$ cat src/hw/rtl/pcsa_pkg.sv
// Shared types, sizes and tables for the PCSA distinct counter.
// No dependencies; imported by every module of the block.
`default_nettype none

package pcsa_pkg;

  localparam int unsigned NumRegs  = 64;
  localparam int unsigned IdxW     = $clog2(NumRegs);
  localparam int unsigned HashBits = 32;
  localparam int unsigned RestW    = HashBits - IdxW;
  localparam int unsigned RegBits  = 32;
  localparam int unsigned PosW     = $clog2(RegBits);
  localparam int unsigned CntW     = $clog2(RegBits + 1);
  localparam int unsigned SumW     = 12;
  localparam int unsigned EstW     = 39;
  localparam int unsigned PhiW     = 17;
  localparam int unsigned PW       = 18;
  localparam int unsigned ProdW    = PhiW + PW;
  localparam int unsigned ScaleW   = ProdW + IdxW;
  localparam int unsigned QW       = SumW - IdxW;

  localparam logic [PhiW-1:0] PhiReset = PhiW'(84727);
  localparam logic [EstW-1:0] EstMax   = {EstW{1'b1}};

  localparam logic CmdAdd   = 1'b0;
  localparam logic CmdMerge = 1'b1;

  typedef struct packed {
    logic                cmd;
    logic [HashBits-1:0] hash_value;
    logic [5:0]          bitmap_index;
    logic [31:0]         merge_word;
  } in_item_t;

  typedef struct packed {
    logic [EstW-1:0] estimate;
    logic [SumW-1:0] ones_sum;
  } out_item_t;

  typedef struct packed {
    logic               valid;
    logic [IdxW-1:0]    idx;
    logic [RegBits-1:0] bits;
  } upd_req_t;

  // number of consecutive ones from bit 0 up
  function automatic logic [CntW-1:0] low_ones(input logic [RegBits-1:0] w);
    logic [RegBits:0] ext;
    logic [RegBits:0] t;
    logic [CntW-1:0]  n;
    ext = {1'b0, w};
    t   = ~ext & (ext + {{RegBits{1'b0}}, 1'b1});
    n   = '0;
    for (int i = 0; i <= RegBits; i++) begin
      if (t[i]) n = n | CntW'(i);
    end
    return n;
  endfunction

  // 2^(k/16) in Q16
  function automatic logic [PW-1:0] pow2_frac(input logic [4:0] k);
    logic [PW-1:0] v;
    unique case (k)
      5'd0:    v = PW'(65536);
      5'd1:    v = PW'(68438);
      5'd2:    v = PW'(71468);
      5'd3:    v = PW'(74632);
      5'd4:    v = PW'(77936);
      5'd5:    v = PW'(81386);
      5'd6:    v = PW'(84990);
      5'd7:    v = PW'(88752);
      5'd8:    v = PW'(92682);
      5'd9:    v = PW'(96785);
      5'd10:   v = PW'(101070);
      5'd11:   v = PW'(105545);
      5'd12:   v = PW'(110218);
      5'd13:   v = PW'(115098);
      5'd14:   v = PW'(120193);
      5'd15:   v = PW'(125515);
      default: v = PW'(131072);
    endcase
    return v;
  endfunction

endpackage

`default_nettype wire

$ cat src/hw/rtl/pcsa_update.sv
// Bitmap store with read-modify-write and the running leading-ones sum.
// Depends on pcsa_pkg.
`default_nettype none

module pcsa_update (
  input  wire logic                      clk_i,
  input  wire logic                      rst_ni,
  input  wire pcsa_pkg::upd_req_t        req_i,
  output logic                           done_o,
  output logic [pcsa_pkg::SumW-1:0]      ones_total_o
);
  import pcsa_pkg::*;

  logic [RegBits-1:0] mem [NumRegs];
  logic [RegBits-1:0] rd_data_q;
  logic [NumRegs-1:0] vld_q;
  logic               s1_valid_q;
  logic [IdxW-1:0]    s1_idx_q;
  logic [RegBits-1:0] s1_bits_q;
  logic               done_q;
  logic [SumW-1:0]    total_q, total_d;
  logic [RegBits-1:0] old_w, new_w;

  always_ff @(posedge clk_i) begin
    if (req_i.valid) begin
      rd_data_q <= mem[req_i.idx];
    end
    if (s1_valid_q) begin
      mem[s1_idx_q] <= new_w;
    end
  end

  always_ff @(posedge clk_i) begin
    if (req_i.valid) begin
      s1_idx_q  <= req_i.idx;
      s1_bits_q <= req_i.bits;
    end
  end

  assign old_w   = vld_q[s1_idx_q] ? rd_data_q : '0;
  assign new_w   = old_w | s1_bits_q;
  assign total_d = total_q - SumW'(low_ones(old_w)) + SumW'(low_ones(new_w));

  always_ff @(posedge clk_i or negedge rst_ni) begin
    if (!rst_ni) begin
      s1_valid_q <= 1'b0;
      done_q     <= 1'b0;
      vld_q      <= '0;
      total_q    <= '0;
    end else begin
      s1_valid_q <= req_i.valid;
      done_q     <= s1_valid_q;
      if (s1_valid_q) begin
        vld_q[s1_idx_q] <= 1'b1;
        total_q         <= total_d;
      end
    end
  end

  assign done_o       = done_q;
  assign ones_total_o = total_q;

endmodule

`default_nettype wire

$ cat src/hw/rtl/pcsa_estimate.sv
// Estimate pipeline: table interpolation, scale by 1/phi, shift and saturate.
// Depends on pcsa_pkg.
`default_nettype none

module pcsa_estimate (
  input  wire logic                      clk_i,
  input  wire logic                      rst_ni,
  input  wire logic                      start_i,
  input  wire logic [pcsa_pkg::SumW-1:0] ones_total_i,
  input  wire logic [pcsa_pkg::PhiW-1:0] phi_i,
  input  wire logic                      res_ready_i,
  output logic                           res_valid_o,
  output logic [pcsa_pkg::EstW-1:0]      estimate_o
);
  import pcsa_pkg::*;

  logic                a_vld_q, b_vld_q;
  logic [PW-1:0]       p_q, p_d;
  logic [QW-1:0]       qa_q, qb_q;
  logic [ProdW-1:0]    prod_q;
  logic [PW-1:0]       lo, hi, diff;
  logic [PW+1:0]       dj;
  logic [4:0]          k;
  logic [ScaleW+31:0]  wide;
  logic [ScaleW-1:0]   v;

  assign k    = {1'b0, ones_total_i[IdxW-1:2]};
  assign lo   = pow2_frac(k);
  assign hi   = pow2_frac(k + 5'd1);
  assign diff = hi - lo;
  assign dj   = (PW+2)'(diff) * (PW+2)'(ones_total_i[1:0]);
  assign p_d  = lo + PW'(dj >> 2);

  always_ff @(posedge clk_i) begin
    if (start_i) begin
      p_q  <= p_d;
      qa_q <= ones_total_i[SumW-1:IdxW];
    end
    if (a_vld_q) begin
      prod_q <= ProdW'(phi_i) * ProdW'(p_q);
      qb_q   <= qa_q;
    end
  end

  always_ff @(posedge clk_i or negedge rst_ni) begin
    if (!rst_ni) begin
      a_vld_q <= 1'b0;
      b_vld_q <= 1'b0;
    end else begin
      a_vld_q <= start_i;
      if (a_vld_q) begin
        b_vld_q <= 1'b1;
      end else if (res_ready_i) begin
        b_vld_q <= 1'b0;
      end
    end
  end

  // estimate = (prod * 2^6) * 2^q / 2^32
  assign wide = {32'b0, prod_q, {IdxW{1'b0}}} << qb_q;
  assign v    = wide[ScaleW+31:32];

  always_comb begin
    if (qb_q > QW'(32)) begin
      estimate_o = (prod_q != '0) ? EstMax : '0;
    end else if (v[ScaleW-1:EstW] != '0) begin
      estimate_o = EstMax;
    end else begin
      estimate_o = v[EstW-1:0];
    end
  end

  assign res_valid_o = b_vld_q;

endmodule

`default_nettype wire

$ cat src/hw/rtl/pcsa_distinct_counter.sv
// PCSA distinct counter: top level with handshake, decode and result register.
// Depends on pcsa_pkg, pcsa_update and pcsa_estimate.
//
// Usage:
//   Input channel in_valid_i/in_ready_o carries one item: an add of a hashed
//   element (cmd 0) or an OR of a word into one bitmap (cmd 1).
//   Output channel out_valid_o/out_ready_i returns one result per item: the
//   distinct count estimate and the running leading-ones sum.
//   An item passes the bitmap read, write-back, table step and multiply
//   registers, then the output register. The block holds one item at a time,
//   so the next item is taken once the result loads the output register.
//   A result waiting in the output register does not block the next item;
//   the next result waits in the estimate pipeline until the output frees.
//   Reset clears all bitmaps (through per-entry valid bits), the running sum
//   and loads 1/phi with its default. cfg_we_i writes 1/phi (Q16); write it
//   only while the block is idle.
`default_nettype none

module pcsa_distinct_counter (
  input  wire logic                      clk_i,
  input  wire logic                      rst_ni,
  input  wire logic                      in_valid_i,
  output logic                           in_ready_o,
  input  wire pcsa_pkg::in_item_t        in_data_i,
  output logic                           out_valid_o,
  input  wire logic                      out_ready_i,
  output pcsa_pkg::out_item_t            out_data_o,
  input  wire logic                      cfg_we_i,
  input  wire logic [pcsa_pkg::PhiW-1:0] cfg_wdata_i
);
  import pcsa_pkg::*;

  logic               busy_q;
  logic               in_xfer;
  logic [PhiW-1:0]    phi_q;
  logic [RestW-1:0]   rest;
  logic [PosW-1:0]    pos;
  upd_req_t           req;
  logic               done;
  logic [SumW-1:0]    total;
  logic               res_valid;
  logic [EstW-1:0]    estimate;
  logic               load;
  logic               out_valid_q;
  out_item_t          out_q;

  assign in_ready_o = !busy_q;
  assign in_xfer    = in_valid_i && in_ready_o;

  assign rest = in_data_i.hash_value[HashBits-1:IdxW];

  always_comb begin
    if (rest == '0) begin
      pos = PosW'(RegBits - 1);
    end else begin
      pos = PosW'(low_ones({{(RegBits-RestW){1'b0}}, ~rest}));
    end
  end

  always_comb begin
    req.valid = in_xfer;
    unique case (in_data_i.cmd)
      CmdAdd: begin
        req.idx  = in_data_i.hash_value[IdxW-1:0];
        req.bits = {{(RegBits-1){1'b0}}, 1'b1} << pos;
      end
      CmdMerge: begin
        req.idx  = in_data_i.bitmap_index;
        req.bits = in_data_i.merge_word;
      end
      default: begin
        req.idx  = '0;
        req.bits = '0;
      end
    endcase
  end

  pcsa_update u_update (
    .clk_i        (clk_i),
    .rst_ni       (rst_ni),
    .req_i        (req),
    .done_o       (done),
    .ones_total_o (total)
  );

  pcsa_estimate u_estimate (
    .clk_i        (clk_i),
    .rst_ni       (rst_ni),
    .start_i      (done),
    .ones_total_i (total),
    .phi_i        (phi_q),
    .res_ready_i  (load),
    .res_valid_o  (res_valid),
    .estimate_o   (estimate)
  );

  assign load = res_valid && (!out_valid_q || out_ready_i);

  always_ff @(posedge clk_i) begin
    if (load) begin
      out_q.estimate <= estimate;
      out_q.ones_sum <= total;
    end
  end

  always_ff @(posedge clk_i or negedge rst_ni) begin
    if (!rst_ni) begin
      busy_q      <= 1'b0;
      out_valid_q <= 1'b0;
      phi_q       <= PhiReset;
    end else begin
      if (cfg_we_i) begin
        phi_q <= cfg_wdata_i;
      end
      if (in_xfer) begin
        busy_q <= 1'b1;
      end else if (load) begin
        busy_q <= 1'b0;
      end
      if (load) begin
        out_valid_q <= 1'b1;
      end else if (out_ready_i) begin
        out_valid_q <= 1'b0;
      end
    end
  end

  assign out_valid_o = out_valid_q;
  assign out_data_o  = out_q;

endmodule

`default_nettype wire

$ cat config.mk
export PLATFORM = sky130hd
export DESIGN_NAME = pcsa_distinct_counter
export DESIGN_NICKNAME = d
export VERILOG_FILES = /design/src/hw/rtl/pcsa_pkg.sv /design/src/hw/rtl/pcsa_update.sv /design/src/hw/rtl/pcsa_estimate.sv /design/src/hw/rtl/pcsa_distinct_counter.sv
export SDC_FILE = /design/constraint.sdc
export NUM_CORES = 2
export LEC_CHECK = 0
export BUFFER_PORTS_ARGS = -buffer_cell sky130_fd_sc_hd__clkbuf_2
export CORE_AREA = 5 5 558 560
export DETAILED_ROUTE_END_ITERATION = 6
export DIE_AREA = 0 0 563 565
export PLACE_DENSITY = 0.58
export SLEW_MARGIN = 10
export SYNTH_ARGS = -nofsm -noshare
export SYNTH_HDL_FRONTEND = slang
export SYNTH_HIERARCHICAL = 1
export SYNTH_SLANG_ARGS = --single-unit
$ cat constraint.sdc
create_clock -name clk_i -period 6.7 [get_ports clk_i]
set_input_delay 1.005 -clock clk_i [delete_from_list [all_inputs] [get_ports clk_i]]
set_output_delay 1.005 -clock clk_i [all_outputs]
set_load 0.01 [all_outputs]
==> reports/metrics.yaml <==
status: "finished clean"
grt_pass1_vias: 58780
yosys.area.top_type_share: 0.6308
layout-drive-gt1-share: 0.2792
fillers: 27410
cts_htree_levels: 4
grtUsageTotal: 0.1816
synth_cells: 6006
routed_wl_mm: 294.4
multi_input_area_sq_mm: 0.03531
r2r_cells: 21
cts.sink_count: 2333
fin_crit_sh: 0.9778
fp.coreArea_sq_mm: 0.3053
yosysTopAreaCell: "edfxtp_1"
fmax_mhz: 152.6
grt_max_degree: 72
worstMarginPinSlew_ns: 1.205
worst_setup_path_end_kind: "register"
yosysWarnings: 6
nNetsFinal: 6930
critPathArrivalTime_ns: 7.23
post-dp-hpwl_mm: 186.7
wl_per_cell_um: 27.45
ys_dominant_reg_cell: "edfxtp_1"
vias: 58530
yosysSeqAreaShare: 0.6542
path_clk_slew_ns: 0.06
finalSetupViolations: 0
startpoint_type: "register"
hold_buffers: 0
finalHoldViolCount: 0
initialDrtViolationCount: 6306
register_area_sq_mm: 0.06959
io_buffers: 145
dieWidth_um: 563
cts_tree: "yes"
drt_first_pass_iters: 6
timing.hold.ws_ns: 0.1779
syn_nets: 6523
syn_avg_cell_area_sq_um: 17.71
area_growth_pct: 15.54
gp_congestion: 0.9138
stdcell_count: 10730
netlist_area_sq_mm: 0.1064
yosys-top-cells-area: "edfxtp_1 63%, mux4_2 15%, fa_1 4.7%"
dp.cells: 10240
finClkSkew_ns: 0.1452
die_y_um: 565
worstPathRequired_ns: 7.37
rr_endpoint: "u_estimate/prod_q[33]"
drt-vias-per-instance: 5.457
crit_type: "register to register"
drc_errors: 0
synth-edff-count: 2234
rsz0062_at_grt: "yes"
initial_utilization: 0.3484
clk_path_buf_depth: 4
io_pins: 146
ys_types: 110
maxSlewViolCount: 0
overflow: 0
period_minus_slack_ns: 6.551
ys_async_sr_fraction: 0.04243
maxSlewHeadroom: 0.1948
num_rows: 203
reg2reg_slack_ns: 0.15
synth_seq_cells: 2333
die_area_sq_mm: 0.3181
ant_nets: 0
crit_fanout: 6
rr_startpoint: "phi_q[7]"
maxCapViolCount: 0
grt_pass1_wl_mm: 423.8
worstHoldPathType: "input pin to asynchronous set/reset pin"
clk_latency_ns: 0.96
antenna_found_initial: 23
numCtsBuffers: 241
root_buffer: "clkbuf_16"
==> timing repair <==
item / in CTS / in global routing
gates cloned: 0 / 0
gates resized for setup: 5 / 93
setup buffers: 0 / 34
endpoints found under the setup margin: 1 / 13
pin swaps: 0 / 33
==> metrics by stage <==
step	setup WS (ns)	cell area, sq um	utilization	TNS (ns)
floorplan	0.005610	106400	-	0
global placement	-0.04116	114200	0.3739	-0.04116
detailed placement	-0.02169	114200	0.3739	-0.02169
CTS	0.001093	122100	0.4001	0
global route	-0.09470	122900	0.4025	-0.2189
finish	0.1486	122900	0.4025	0
==> area by class of cell <==
cell class	count	share of cell area
sequential	2333	0.5663
timing repair buffer	463	0.02875
inverter	361	0.01103
multi-input combinational	3013	0.2874
tap	4100	0.04175
clock inverter	148	0.01260
antenna	7	0.0001425
clock buffer	301	0.05207
==> cells by family after synthesis <==
| group | count (synthesis) | synth area share |
|---|---|---|
| AO/OA/AOI/OAI | 567 | 0.03755 |
| XOR/XNOR | 78 | 0.006423 |
| adder cells (fa/ha/maj) | 424 | 0.06739 |
| buffers and inverters | 660 | 0.02465 |
| flip-flops | 2333 | 0.6542 |
| multiplexers | 785 | 0.1561 |
| AND/OR/NAND/NOR | 1159 | 0.05373 |
==> worst max-delay path by stage <==
stage	startpoint	to	slack (ns)
after CTS	u_update/ones_total_o[4]	u_estimate/p_q[17]	0.001
after global placement	u_update/ones_total_o[3]	u_estimate/p_q[17]	-0.04
after detailed placement	u_update/ones_total_o[2]	u_estimate/p_q[17]	-0.02
after global routing	phi_q[7]	u_estimate/prod_q[33]	-0.09
after floorplan	u_update/ones_total_o[4]	u_estimate/p_q[17]	0.006
final	phi_q[7]	u_estimate/prod_q[33]	0.15
==> layer usage <==
layer  routed length (um)  vias to the layer above  share of wire  GRT usage
met5                   31                        -        0.00011          0
met2               142300                     2177           0.48     0.2986
li1                     -                    24350              -          -
met3                20400                      376          0.069    0.02459
met4                 6440                        6          0.022    0.03967
met1               125200                    31630           0.43     0.2592
==> sequential cells by signal, summed over array words and instances, names as in the netlist <==
name and flops:
busy_q 1, out_data_o 51, out_valid_o 1, phi_q 17, u_estimate/a_vld_q 1, u_estimate/p_q 18, u_estimate/prod_q 35, u_estimate/qa_q 6
u_estimate/qb_q 6, u_estimate/res_valid_o 1, u_update/done_o 1, u_update/mem 2048, u_update/ones_total_o 12, u_update/rd_data_q 32, u_update/s1_bits_q 32, u_update/s1_idx_q 6
u_update/s1_valid_q 1, u_update/vld_q 64
==> cell usage after synthesis (71+ instances only) <==
cell type,n
nand2_1,416
ha_1,176
o21ai_0,147
nor2_1,233
dfrtp_1,88
inv_1,359
clkbuf_1,187
edfxtp_1,2234
fa_1,248
or2_2,71
mux4_2,693
buf_1,71
a21oi_1,103
and2_1,159
==> layout by cell type (no fill, tap or decap), drive strengths merged, types with 61 or more instances in the layout <==
cell | Yosys | routed
inv | 359 | 363
and2 | 160 | 160
ha | 176 | 176
mux4 | 693 | 693
edfxtp | 2234 | 2234
fa | 248 | 248
nand2 | 417 | 417
buf | 112 | 319
a21oi | 107 | 107
nor2 | 234 | 234
nor3 | 61 | 61
o21ai | 155 | 155
dfrtp | 88 | 88
clkinv | 2 | 115
clkbuf | 187 | 445
or2 | 74 | 74
==> critical path: stages (launching register included) <==
cell	delay [ns]
dfstp_2	0.56
buf_6	0.12
nand2_1	0.07
fa_1	0.54
inv_1	0.05
fa_1	0.52
inv_1	0.05
fa_1	0.47
fa_2	0.52
fa_1	0.55
inv_1	0.05
fa_1	0.54
ha_2	0.31
nand3_2	0.10
a31oi_1	0.12
o21bai_2	0.19
a21oi_2	0.09
a2111oi_4	0.42
o32ai_4	0.18
o41ai_4	0.33
or4b_4	0.50
o311ai_2	0.09
Power is left out: the tool's default activity adds up to more than one toggle a clock period on the data nets, which glitch-free logic cannot reach.
